File: config.mk
export PLATFORM = sky130hd
export DESIGN_NAME = xorshift128p_prng_with_seeding_core_flat
export DESIGN_NICKNAME = d
export VERILOG_FILES = /design/src/rtl/core/xsp_pkg.sv /design/src/rtl/core/xsp_if.sv /design/src/rtl/core/xsp_datapath.sv /design/src/rtl/core/xsp_ctrl.sv /design/src/rtl/core/xorshift128p_prng_with_seeding_core.sv /design/src/flat_wrapper.sv
export SDC_FILE = /design/constraint.sdc
export NUM_CORES = 2
export LEC_CHECK = 0
export BUFFER_PORTS_ARGS = -buffer_cell sky130_fd_sc_hd__buf_2
export CAP_MARGIN = 0
export CORE_MARGIN = 2
export CORE_UTILIZATION = 55
export CTS_BUF_LIST = sky130_fd_sc_hd__clkbuf_8 sky130_fd_sc_hd__clkbuf_16
export DETAILED_ROUTE_END_ITERATION = 6
export GPL_ROUTABILITY_DRIVEN = 0
export PLACE_DENSITY = 0.71
export SLEW_MARGIN = 20
export SYNTH_ARGS = -nofsm -noshare
export SYNTH_HDL_FRONTEND = slang
export SYNTH_SLANG_ARGS = --single-unit
File: constraint.sdc
create_clock -name clock -period 12.2 [get_ports clock]
set_clock_uncertainty 0.1 [all_clocks]
set_input_delay 1.83 -clock clock [delete_from_list [all_inputs] [get_ports clock]]
set_output_delay 1.83 -clock clock [all_outputs]
set_load 0.03 [all_outputs]
File: src/rtl/core/xsp_pkg.sv
// ----------------------------------------------------------------------------
// xsp_pkg
// Shared constants, operation codes and the controller-to-datapath command
// type for the seeded xorshift128+ generator.
// ----------------------------------------------------------------------------
package xsp_pkg;

   localparam int unsigned WORD_W     = 64;
   localparam int unsigned HALF_W     = 32;
   localparam int unsigned WARM_CNT_W = 8;   // holds any warm-up count 0..255
   localparam int unsigned WARMUP_ROUNDS = 32;

   localparam logic [WORD_W-1:0] GEN_A_RESET  = 64'h9E3779B97F4A7C15;
   localparam logic [WORD_W-1:0] GEN_B_RESET  = 64'hBF58476D1CE4E5B9;
   localparam logic [WORD_W-1:0] GOLDEN_GAMMA = 64'h9E3779B97F4A7C15;
   localparam logic [WORD_W-1:0] MIX_MUL_ONE  = 64'hBF58476D1CE4E5B9;
   localparam logic [WORD_W-1:0] MIX_MUL_TWO  = 64'h94D049BB133111EB;

   // request action codes
   localparam logic ACT_DRAW = 1'b0;
   localparam logic ACT_SEED = 1'b1;

   // datapath operations
   localparam logic [3:0] OP_NONE      = 4'd0;
   localparam logic [3:0] OP_DRAW      = 4'd1;  // advance and capture result
   localparam logic [3:0] OP_WARM      = 4'd2;  // advance, drop result
   localparam logic [3:0] OP_SEED      = 4'd3;  // load splitmix walker
   localparam logic [3:0] OP_MIX_START = 4'd4;  // first xor-shift, step walker
   localparam logic [3:0] OP_MUL       = 4'd5;  // one 32x32 partial product
   localparam logic [3:0] OP_ACC       = 4'd6;  // fold partial product in
   localparam logic [3:0] OP_MIX_MID   = 4'd7;  // second xor-shift
   localparam logic [3:0] OP_STORE     = 4'd8;  // final xor-shift into a word

   // partial product selection for a 64x64 mod 2^64 multiply
   localparam logic [1:0] STEP_LL = 2'd0;
   localparam logic [1:0] STEP_LH = 2'd1;
   localparam logic [1:0] STEP_HL = 2'd2;

   typedef struct packed {
      logic [3:0] op;
      logic [1:0] step;
      logic       mul_sel;  // 0: first mix constant, 1: second
      logic       word;     // 0: gen_a, 1: gen_b
   } cmd_type;

endpackage

File: src/rtl/core/xsp_if.sv
// ----------------------------------------------------------------------------
// xsp_if
// Valid/ready channel interfaces for generator requests and responses.
// ----------------------------------------------------------------------------
interface xsp_req_if;
   logic        valid;
   logic        ready;
   logic        action;
   logic [63:0] seed;

   modport source (output valid, output action, output seed, input ready);
   modport sink   (input valid, input action, input seed, output ready);
endinterface

interface xsp_rsp_if;
   logic        valid;
   logic        ready;
   logic [63:0] random_value;

   modport source (output valid, output random_value, input ready);
   modport sink   (input valid, input random_value, output ready);
endinterface

File: src/rtl/core/xsp_datapath.sv
// ----------------------------------------------------------------------------
// xsp_datapath
// Generator state words, xorshift128+ advance, splitmix64 mixer
// built around a shared 32x32 multiplier, and the response data register.
// ----------------------------------------------------------------------------
module xsp_datapath (
   input  logic                    clock,
   input  logic                    reset,
   input  xsp_pkg::cmd_type        cmd,
   input  logic [63:0]             seed,
   output logic [63:0]             random_value
);
   import xsp_pkg::*;

   logic [WORD_W-1:0] gen_a_ff, gen_a_in;
   logic [WORD_W-1:0] gen_b_ff, gen_b_in;
   logic [WORD_W-1:0] walker_ff, walker_in;
   logic [WORD_W-1:0] z_ff, z_in;
   logic [WORD_W-1:0] acc_ff, acc_in;
   logic [WORD_W-1:0] prod_ff, prod_in;
   logic [WORD_W-1:0] rnd_ff, rnd_in;

   logic [WORD_W-1:0] t0, t1, t2, adv_b, adv_sum;
   logic [WORD_W-1:0] mix_const, mix_out;
   logic [HALF_W-1:0] z_piece, c_piece;

   // xorshift128+ advance
   always_comb begin
      t0      = gen_a_ff ^ (gen_a_ff << 23);
      t1      = t0 ^ (t0 >> 17);
      t2      = t1 ^ gen_b_ff ^ (gen_b_ff >> 26);
      adv_b   = t2;
      adv_sum = t2 + gen_b_ff;
   end

   // partial product operand selection
   always_comb begin
      mix_const = cmd.mul_sel ? MIX_MUL_TWO : MIX_MUL_ONE;
      z_piece   = (cmd.step == STEP_HL) ? z_ff[WORD_W-1:HALF_W] : z_ff[HALF_W-1:0];
      c_piece   = (cmd.step == STEP_LH) ? mix_const[WORD_W-1:HALF_W]
                                        : mix_const[HALF_W-1:0];
      mix_out   = acc_ff ^ (acc_ff >> 31);
   end

   always_comb begin
      gen_a_in  = gen_a_ff;
      gen_b_in  = gen_b_ff;
      walker_in = walker_ff;
      z_in      = z_ff;
      acc_in    = acc_ff;
      prod_in   = prod_ff;
      rnd_in    = rnd_ff;
      unique case (cmd.op)
         OP_DRAW: begin
            gen_a_in = gen_b_ff;
            gen_b_in = adv_b;
            rnd_in   = adv_sum;
         end
         OP_WARM: begin
            gen_a_in = gen_b_ff;
            gen_b_in = adv_b;
         end
         OP_SEED: begin
            walker_in = seed;
         end
         OP_MIX_START: begin
            z_in      = walker_ff ^ (walker_ff >> 30);
            walker_in = walker_ff + GOLDEN_GAMMA;
         end
         OP_MUL: begin
            prod_in = {{HALF_W{1'b0}}, z_piece} * {{HALF_W{1'b0}}, c_piece};
         end
         OP_ACC: begin
            // low product seeds the sum, cross products add in the top half
            if (cmd.step == STEP_LL) begin
               acc_in = prod_ff;
            end else begin
               acc_in = acc_ff + {prod_ff[HALF_W-1:0], {HALF_W{1'b0}}};
            end
         end
         OP_MIX_MID: begin
            z_in = acc_ff ^ (acc_ff >> 27);
         end
         OP_STORE: begin
            if (cmd.word) begin
               gen_b_in = mix_out;
            end else begin
               gen_a_in = mix_out;
            end
         end
         default: begin
         end
      endcase
   end

   always_ff @(posedge clock) begin
      if (reset) begin
         gen_a_ff <= GEN_A_RESET;
         gen_b_ff <= GEN_B_RESET;
      end else begin
         gen_a_ff <= gen_a_in;
         gen_b_ff <= gen_b_in;
      end
   end

   always_ff @(posedge clock) begin
      walker_ff <= walker_in;
      z_ff      <= z_in;
      acc_ff    <= acc_in;
      prod_ff   <= prod_in;
      rnd_ff    <= rnd_in;
   end

   assign random_value = rnd_ff;

endmodule

File: src/rtl/core/xsp_ctrl.sv
// ----------------------------------------------------------------------------
// xsp_ctrl
// Sequencer for draws, the splitmix64 seeding passes and the warm-up rounds;
// owns the request ready and the response valid flag.
// ----------------------------------------------------------------------------
module xsp_ctrl (
   input  logic              clock,
   input  logic              reset,
   input  logic              req_valid,
   input  logic              req_action,
   output logic              req_ready,
   output logic              rsp_valid,
   input  logic              rsp_ready,
   output xsp_pkg::cmd_type  cmd
);
   import xsp_pkg::*;

   localparam logic [2:0] S_IDLE  = 3'd0;
   localparam logic [2:0] S_START = 3'd1;
   localparam logic [2:0] S_MUL   = 3'd2;
   localparam logic [2:0] S_ACC   = 3'd3;
   localparam logic [2:0] S_MID   = 3'd4;
   localparam logic [2:0] S_STORE = 3'd5;
   localparam logic [2:0] S_WARM  = 3'd6;

   localparam logic [WARM_CNT_W-1:0] WARM_LAST = WARM_CNT_W'(WARMUP_ROUNDS - 1);

   logic [2:0]            state_ff, state_in;
   logic [1:0]            step_ff, step_in;
   logic                  phase_ff, phase_in;
   logic                  word_ff, word_in;
   logic [WARM_CNT_W-1:0] cnt_ff, cnt_in;
   logic                  rsp_valid_ff, rsp_valid_in;
   logic                  accept;

   assign req_ready = (state_ff == S_IDLE) && (!rsp_valid_ff || rsp_ready);
   assign accept    = req_valid && req_ready;
   assign rsp_valid = rsp_valid_ff;

   always_comb begin
      state_in     = state_ff;
      step_in      = step_ff;
      phase_in     = phase_ff;
      word_in      = word_ff;
      cnt_in       = cnt_ff;
      rsp_valid_in = rsp_valid_ff && !rsp_ready;
      cmd          = '{op: OP_NONE, step: step_ff, mul_sel: phase_ff, word: word_ff};

      unique case (state_ff)
         S_IDLE: begin
            if (accept && (req_action == ACT_DRAW)) begin
               cmd.op       = OP_DRAW;
               rsp_valid_in = 1'b1;
            end else if (accept) begin
               cmd.op   = OP_SEED;
               word_in  = 1'b0;
               state_in = S_START;
            end
         end
         S_START: begin
            cmd.op   = OP_MIX_START;
            phase_in = 1'b0;
            step_in  = STEP_LL;
            state_in = S_MUL;
         end
         S_MUL: begin
            cmd.op   = OP_MUL;
            state_in = S_ACC;
         end
         S_ACC: begin
            cmd.op = OP_ACC;
            if (step_ff == STEP_HL) begin
               state_in = phase_ff ? S_STORE : S_MID;
            end else begin
               step_in  = step_ff + 2'd1;
               state_in = S_MUL;
            end
         end
         S_MID: begin
            cmd.op   = OP_MIX_MID;
            phase_in = 1'b1;
            step_in  = STEP_LL;
            state_in = S_MUL;
         end
         S_STORE: begin
            cmd.op = OP_STORE;
            if (!word_ff) begin
               word_in  = 1'b1;
               state_in = S_START;
            end else if (WARMUP_ROUNDS == 0) begin
               state_in = S_IDLE;
            end else begin
               cnt_in   = '0;
               state_in = S_WARM;
            end
         end
         S_WARM: begin
            cmd.op = OP_WARM;
            cnt_in = cnt_ff + 1'b1;
            if (cnt_ff == WARM_LAST) begin
               state_in = S_IDLE;
            end
         end
         default: begin
            state_in = S_IDLE;
         end
      endcase
   end

   always_ff @(posedge clock) begin
      if (reset) begin
         state_ff     <= S_IDLE;
         step_ff      <= STEP_LL;
         phase_ff     <= 1'b0;
         word_ff      <= 1'b0;
         cnt_ff       <= '0;
         rsp_valid_ff <= 1'b0;
      end else begin
         state_ff     <= state_in;
         step_ff      <= step_in;
         phase_ff     <= phase_in;
         word_ff      <= word_in;
         cnt_ff       <= cnt_in;
         rsp_valid_ff <= rsp_valid_in;
      end
   end

endmodule

File: src/rtl/core/xorshift128p_prng_with_seeding_core.sv
// ----------------------------------------------------------------------------
// xorshift128p_prng_with_seeding_core
// Seeded xorshift128+ pseudo-random generator.
// ----------------------------------------------------------------------------
// Usage:
//   req carries action and seed. action = draw returns one 64-bit number on
//   rsp; action = seed reloads both state words from two splitmix64 outputs
//   of seed, runs 32 warm-up rounds and returns nothing.
//   A draw: the state advances at the accepting edge and the number
//   appears on rsp in the next cycle. req_ready is high while the block is
//   idle and the response register is empty or being taken, so draws run
//   one per cycle. A seed transaction keeps the block busy: per state word
//   it does the first xor-shift, two 64-bit multiplies of three 32x32
//   partial products (multiply then accumulate each), one middle xor-shift
//   and one store, followed by 32 warm-up rounds. The shared 32x32
//   multiplier is why each multiply is split into partial products.
//   Reset (synchronous) loads the default state words and empties rsp.
//   While rsp is stalled the number holds and req_ready drops, so no draw
//   is lost.
// ----------------------------------------------------------------------------
module xorshift128p_prng_with_seeding_core (
   input  logic       clock,
   input  logic       reset,
   xsp_req_if.sink    req,
   xsp_rsp_if.source  rsp
);
   import xsp_pkg::*;

   cmd_type cmd;

   xsp_ctrl u_ctrl (
      .clock      (clock),
      .reset      (reset),
      .req_valid  (req.valid),
      .req_action (req.action),
      .req_ready  (req.ready),
      .rsp_valid  (rsp.valid),
      .rsp_ready  (rsp.ready),
      .cmd        (cmd)
   );

   xsp_datapath u_datapath (
      .clock        (clock),
      .reset        (reset),
      .cmd          (cmd),
      .seed         (req.seed),
      .random_value (rsp.random_value)
   );

endmodule

File: src/flat_wrapper.sv
// flat-port wrapper written by rule: the top's interface ports become plain ports
module xorshift128p_prng_with_seeding_core_flat import xsp_pkg::*;
  (clock, reset, req_valid, req_action, req_seed, req_ready, rsp_valid, rsp_random_value, rsp_ready);
  xsp_req_if req_i ();
  xsp_rsp_if rsp_i ();
  input  logic clock;
  input  logic reset;
  input wire logic [$bits(req_i.valid)-1:0] req_valid;
  input wire logic [$bits(req_i.action)-1:0] req_action;
  input wire logic [$bits(req_i.seed)-1:0] req_seed;
  output wire logic [$bits(req_i.ready)-1:0] req_ready;
  output wire logic [$bits(rsp_i.valid)-1:0] rsp_valid;
  output wire logic [$bits(rsp_i.random_value)-1:0] rsp_random_value;
  input wire logic [$bits(rsp_i.ready)-1:0] rsp_ready;
  assign req_i.valid = req_valid;
  assign req_i.action = req_action;
  assign req_i.seed = req_seed;
  assign req_ready = req_i.ready;
  assign rsp_valid = rsp_i.valid;
  assign rsp_random_value = rsp_i.random_value;
  assign rsp_i.ready = rsp_ready;
  xorshift128p_prng_with_seeding_core u_core (.clock(clock), .reset(reset), .req(req_i), .rsp(rsp_i));
endmodule
==> After elaboration in Yosys (flattened, before gate mapping) <==
Cells that the tools add are included.
{ "word_totals": {"ff_bits": 464, "output_inout_bits": 66} }
{ "op_classes": {"n_addsub": 5, "multipliers": 1, "eq_ne": 24, "n_mux": 30, "bitwise_logic": 8, "reduce_logical": 24} }
{ "ops": {"columns": ["operator", "n"], "rows": [
  ["case mux 64 bit (2 select lines)", 4],
  ["two-way mux 64 bit", 3],
  ["adder 64 bit", 2],
  ["XOR 64 bit", 2],
  ["adder 64 bit (second input constant)", 1],
  ["multiplier 32 x 32 -> 64 bit", 1],
  ["two-way mux 32 bit", 2],
  ["XOR 64 x 33 -> 64 bit", 1],
  ["XOR 64 x 34 -> 64 bit", 1],
  ["XOR 64 x 37 -> 64 bit", 1],
  ["XOR 64 x 38 -> 64 bit", 1],
  ["XOR 64 x 47 -> 64 bit", 1],
  ["two-way mux 62 bit", 1],
  ["case mux 4 bit (7 select lines)", 1],
  ["case mux 3 bit (6 select lines)", 1],
  ["== test 4 x 3 -> 1 bit (second input constant)", 4],
  ["case mux 8 bit (2 select lines)", 1],
  ["two-way mux 3 bit", 5],
  ["nonzero test 2 bit", 7],
  ["inequality test 2 bit (second input constant)", 6],
  ["== test 3 bit (second input constant)", 3],
  ["adder 8 x 1 -> 8 bit (second input constant)", 1],
  ["== test 4 x 2 -> 1 bit (second input constant)", 2],
  ["== test 8 x 5 -> 1 bit (second input constant)", 1],
  ["other kinds (22)", 39]
]} }

==> Logic depth before layout (Yosys ltp) <==
{ "depth": {"word_depth": 11, "mapped_depth": 36, "mapped_depth_nobuf": 33} }

==> By module <==
A second synthesis with hierarchy kept.
{ "unflattened": {"cells_unflattened": 5949, "hier_area_um2": 56681.9} }
{ "modules_own_cells": {"columns": ["mod", "instances", "cells_per_inst", "area_each_um2", "seq_area_each_um2"], "rows": [
  ["xsp_datapath", 1, 5838, 55695.9, 12171.7],
  ["xsp_ctrl", 1, 111, 985.9, 320.3]
]} }

==> Worst setup path before layout <==
OpenSTA, ideal clock, no wires.
{ "synth_path": {"path_type": "reg-to-reg", "startpoint": "reg u_core.u_ctrl.step_ff[0]", "endpoint": "reg u_core.u_datapath.prod_ff[62], data pin", "setup_time_ps": 260, "arrival_ps": 8849, "slack_ps": 2990, "path_stages_with_launch": 34, "period_less_slack_ps": 9210, "cell_sequence": "dfxtp_1 > inv_1 > ha_1 > clkbuf_1 > buf_1 > mux2i_1 > inv_1 > nand2_1 > nor2_1 > nor2_1 > fa_1 > inv_1 > fa_1 > inv_1 > fa_1 > fa_1 > inv_1 > fa_1 > fa_1 > fa_1 > inv_1 > fa_1 > inv_1 > ha_1 > nand4_1 > or2_1 > o22ai_1 > nor3_1 > a21oi_1 > a41oi_2 > o31ai_1 > o41a_1 > a311oi_2 > xnor2_1"} }
{ "synth_between": {"elab_chain_cells": 3, "word_cells_on_any_way": 5} }
{ "synth_rtl": {"columns": ["element", "line_no", "text"], "rows": [
  ["start, declared", "xsp_ctrl.sv:29", "logic [1:0] step_ff, step_in;"],
  ["start signal, assigned", "xsp_ctrl.sv:120", "step_ff <= step_in;"],
  ["== test 2 bit or == test 2 x 1 -> 1 bit (tied branches)", "xsp_datapath.sv:39, xsp_datapath.sv:40", null],
  ["two-way mux 32 bit, on equally long branches", "xsp_datapath.sv:39, xsp_datapath.sv:40", null],
  ["multiplier 32 x 32 -> 64 bit (*)", "xsp_datapath.sv:71", "prod_in = {{HALF_W{1'b0}}, z_piece} * {{HALF_W{1'b0}}, c_piece};"],
  ["end signal, assigned", "xsp_datapath.sv:110", "prod_ff <= prod_in;"],
  ["end, declared", "xsp_datapath.sv:20", "logic [WORD_W-1:0] prod_ff, prod_in;"]
]} }
Mark *: on every way between the ends. The rest lies on a longest branch, timed or not.
A chain may end at the register's enable or synchronous reset.

==> Worst setup path after layout <==
{ "layout_path": {"startpoint": "reg u_core.u_ctrl.step_ff[0]", "endpoint": "reg u_core.u_datapath.prod_ff[63], data pin"} }
Same word-level chain as after synthesis.

==> flow_summary.ini <==
[synth]
synth-seq-cells = 464
syn_avg_cell_area_um2 = 9.440
synth_async_sr_flop_share_pct = 0
ys_seq_area_share_pct = 22.12
synth-edff-count = 320
synth_cell_type_count = 87
syn_area_mm2 = 0.05646
ys.flop_type = edfxtp_1
yosysWarnings = 0
syn_nets = 7302
synth_most_common_cell = inv_1
synth_top_cells_by_area = fa_1 (28%), edfxtp_1 (17%), ha_1 (10%)
post-synth-top-area-cell = fa_1
post-synth-top-area-fraction_pct = 28.26
postSynthCellCount = 5981
synth_commonest_cells = inv_1 (1,112), fa_1 (797), nand2_1 (584)

[finish]
fin_nets = 7289
final_cells = 7373
synthToLayoutAreaGrowth_pct = 5.846
multiInputGateArea_mm2 = 0.03895
regArea_mm2 = 0.01249
drive_above_1_share_pct = 5.931
num-fill-cells = 8675

[place]
dp.cells = 7288
portBuffers = 134
dp.final_hpwl_mm = 148.5

[setup_path]
path_max_fanout = 13
worstSetupPathType = flip-flop to flip-flop
rr_startpoint = u_core.u_ctrl.step_ff[0]
crit_arrival_ns = 10.95
crit_path_start_kind = flip-flop
max_stage_delay_ns = 0.61
critical_path_required_ns = 12.44
cp-startpoint = u_core.u_ctrl.step_ff[0]
critPathCaptureType = flip-flop
critPathSlowestCell = fa_1

[sta]
hold_viol = 0
rsz0062_at_grt = false
min_period_ns = 10.71
finalCritPeriodShare_pct = 87.79
fmax_mhz = 93.36
worst_pin_slew_ns = 1.188
setup-tns-final_ns = 0
setup_viol_count_final = 0
slew_violations = 0
relSlewSlack_pct = 20.41

[cts]
root_buffer = clkbuf_16
cts_tree = yes
clk_latency_ns = 0.60
clk_path_buf_depth = 3
cts_num_sinks = 464
cts_inserted_buffers = 45
ctsResizeCount = 0
path_clk_slew_ns = 0.07
htreeDepth = 2
cts_setup_buffers = 0
cts_hold_buffers = 0

[routing]
dr.pass1.iters = 7
vias_per_cell = 5.958
wl_mm = 179.0
vias = 43930
drc = 0
wl_per_cell_um = 24.28
drtIter0Drc = 5853
ant_nets = 0

[die]
placementRows = 117
dieWidth_um = 324.4
die-area_mm2 = 0.1052
fp.coreArea_mm2 = 0.1017
start_util_pct = 55.50
io_pins = 135
die_h_um = 324.4

[global_routing]
grt_pass1_vias = 43660
grt_max_degree = 122
grt_usage_pct = 33.83
use_met1_pct = 44.71
antenna_found_initial = 3
overflow = 0
met2_usage_pct = 51.39
grt_use_met3_pct = 9.056
grt_busiest_layer = met2
grt_first_pass_wirelength_mm = 268.3

[worst_hold_path]
hold_class = flip-flop to flip-flop
hold_start = u_core.u_datapath.gen_a_ff[23]

[run_status]
status = finished, final reports clean

[flow_run]
maxCapViolations = 0
logic make-up (layout without fill, tap and decap cells):
kind of cell | Yosys count | after routing | share of synthesized area (%)
AO/OA/AOI/OAI | 954 | 954 | 10.47
XOR/XNOR | 498 | 498 | 7.738
adder cells (fa/ha/maj) | 1252 | 1252 | 38.34
buffers and inverters | 1351 | 1372 | 9.006
flip-flops | 464 | 464 | 22.12
multiplexers | 80 | 80 | 1.540
other | 0 | 3 | 0
AND/OR/NAND/NOR | 1382 | 1382 | 10.78
critical path: cells and delay by family, from the launching register on:
kind            cells  cell delay, ns
mux                 2            0.55
fa+ha+maj          10            4.89
flops               1            0.35
compound gates      4            1.10
simple gates        6            2.22
buf+inv             9            1.20
placed cells by master (no fill, tap or decap), types with 18 or more instances in the layout:
cell	netlist	routed
and3_1	18	18
or2_2	21	21
o21a_1	20	20
buf_2	4	133
inv_1	1112	1123
and2_1	54	53
a311oi_1	18	18
mux2_2	55	55
nor2_1	412	411
clkbuf_16	0	46
mux2i_1	25	22
a21o_1	66	66
a211o_1	27	27
edfxtp_1	320	320
nand4_1	28	28
nor2b_1	21	20
a211oi_1	22	22
xnor2_1	338	338
buf_4	0	42
o211ai_1	69	69
o31ai_1	18	18
fa_1	797	797
nand3_1	73	72
nand2_1	584	583
a31oi_1	26	26
nor3_1	41	40
dfxtp_1	144	143
ha_1	455	452
xor2_1	159	159
nand2b_1	62	62
o21ai_0	318	318
a21oi_1	239	239
o21bai_1	36	36
area by class of cell:
type	instances	share of cell area (%)
Tap cell	1368	2.864
Sequential cell	464	20.90
Multi-Input combinational cell	4166	65.18
Clock buffer	51	2.041
Timing Repair Buffer	176	1.687
Antenna cell	3	0.01256
Inverter	1115	7.003
Clock inverter	30	0.3119
layer usage:
layer  wire length, um  up-vias
met5                 0        -
met3             22100      531
li1                  -    19210
met2             78490     2789
met1             67490    21400
met4             10970        0
metrics by stage:
step / setup slack [ns] / hold slack, ns / utilization, % / instance area (um^2)
2_1_floorplan: 2.990 / 0.3632 / - / 56460
3_3_place_gp: 1.697 / 0.3787 / 57.32 / 58310
3_5_place_dp: 1.579 / 0.3830 / 57.32 / 58310
4_1_cts: 1.580 / 0.3916 / 58.70 / 59720
5_1_grt: 1.249 / 0.4070 / 58.74 / 59760
6_report: 1.489 / 0.3922 / 58.74 / 59760
sequential cells by signal, summed over array words and instances (netlist names):
| name | cells |
|---|---|
| u_core.u_datapath.gen_a_ff | 64 |
| u_core.u_ctrl.rsp_valid | 1 |
| u_core.u_ctrl.state_ff | 3 |
| u_core.u_ctrl.phase_ff | 1 |
| u_core.u_datapath.gen_b_ff | 64 |
| u_core.u_datapath.z_ff | 64 |
| u_core.u_ctrl.step_ff | 2 |
| u_core.u_datapath.acc_ff | 64 |
| u_core.u_ctrl.cnt_ff | 8 |
| u_core.u_datapath.prod_ff | 64 |
| u_core.u_datapath.walker_ff | 64 |
| u_core.u_datapath.random_value | 64 |
| u_core.u_ctrl.word_ff | 1 |
path summary, 6_finish.rpt:
check / end / slack, ns / cells past startpoint
setup / recovery: u_core.u_datapath.prod_ff[63] / 1.49 / 31
hold / removal: u_core.u_datapath.gen_a_ff[23] / 0.39 / 2
setup reg to reg: u_core.u_datapath.prod_ff[63] / 1.49 / 31
hold reg to reg: u_core.u_datapath.gen_a_ff[23] / 0.39 / 2
Power is not shown: default switching activity piles up to over one toggle a cycle in this logic, so the estimate is an artifact.
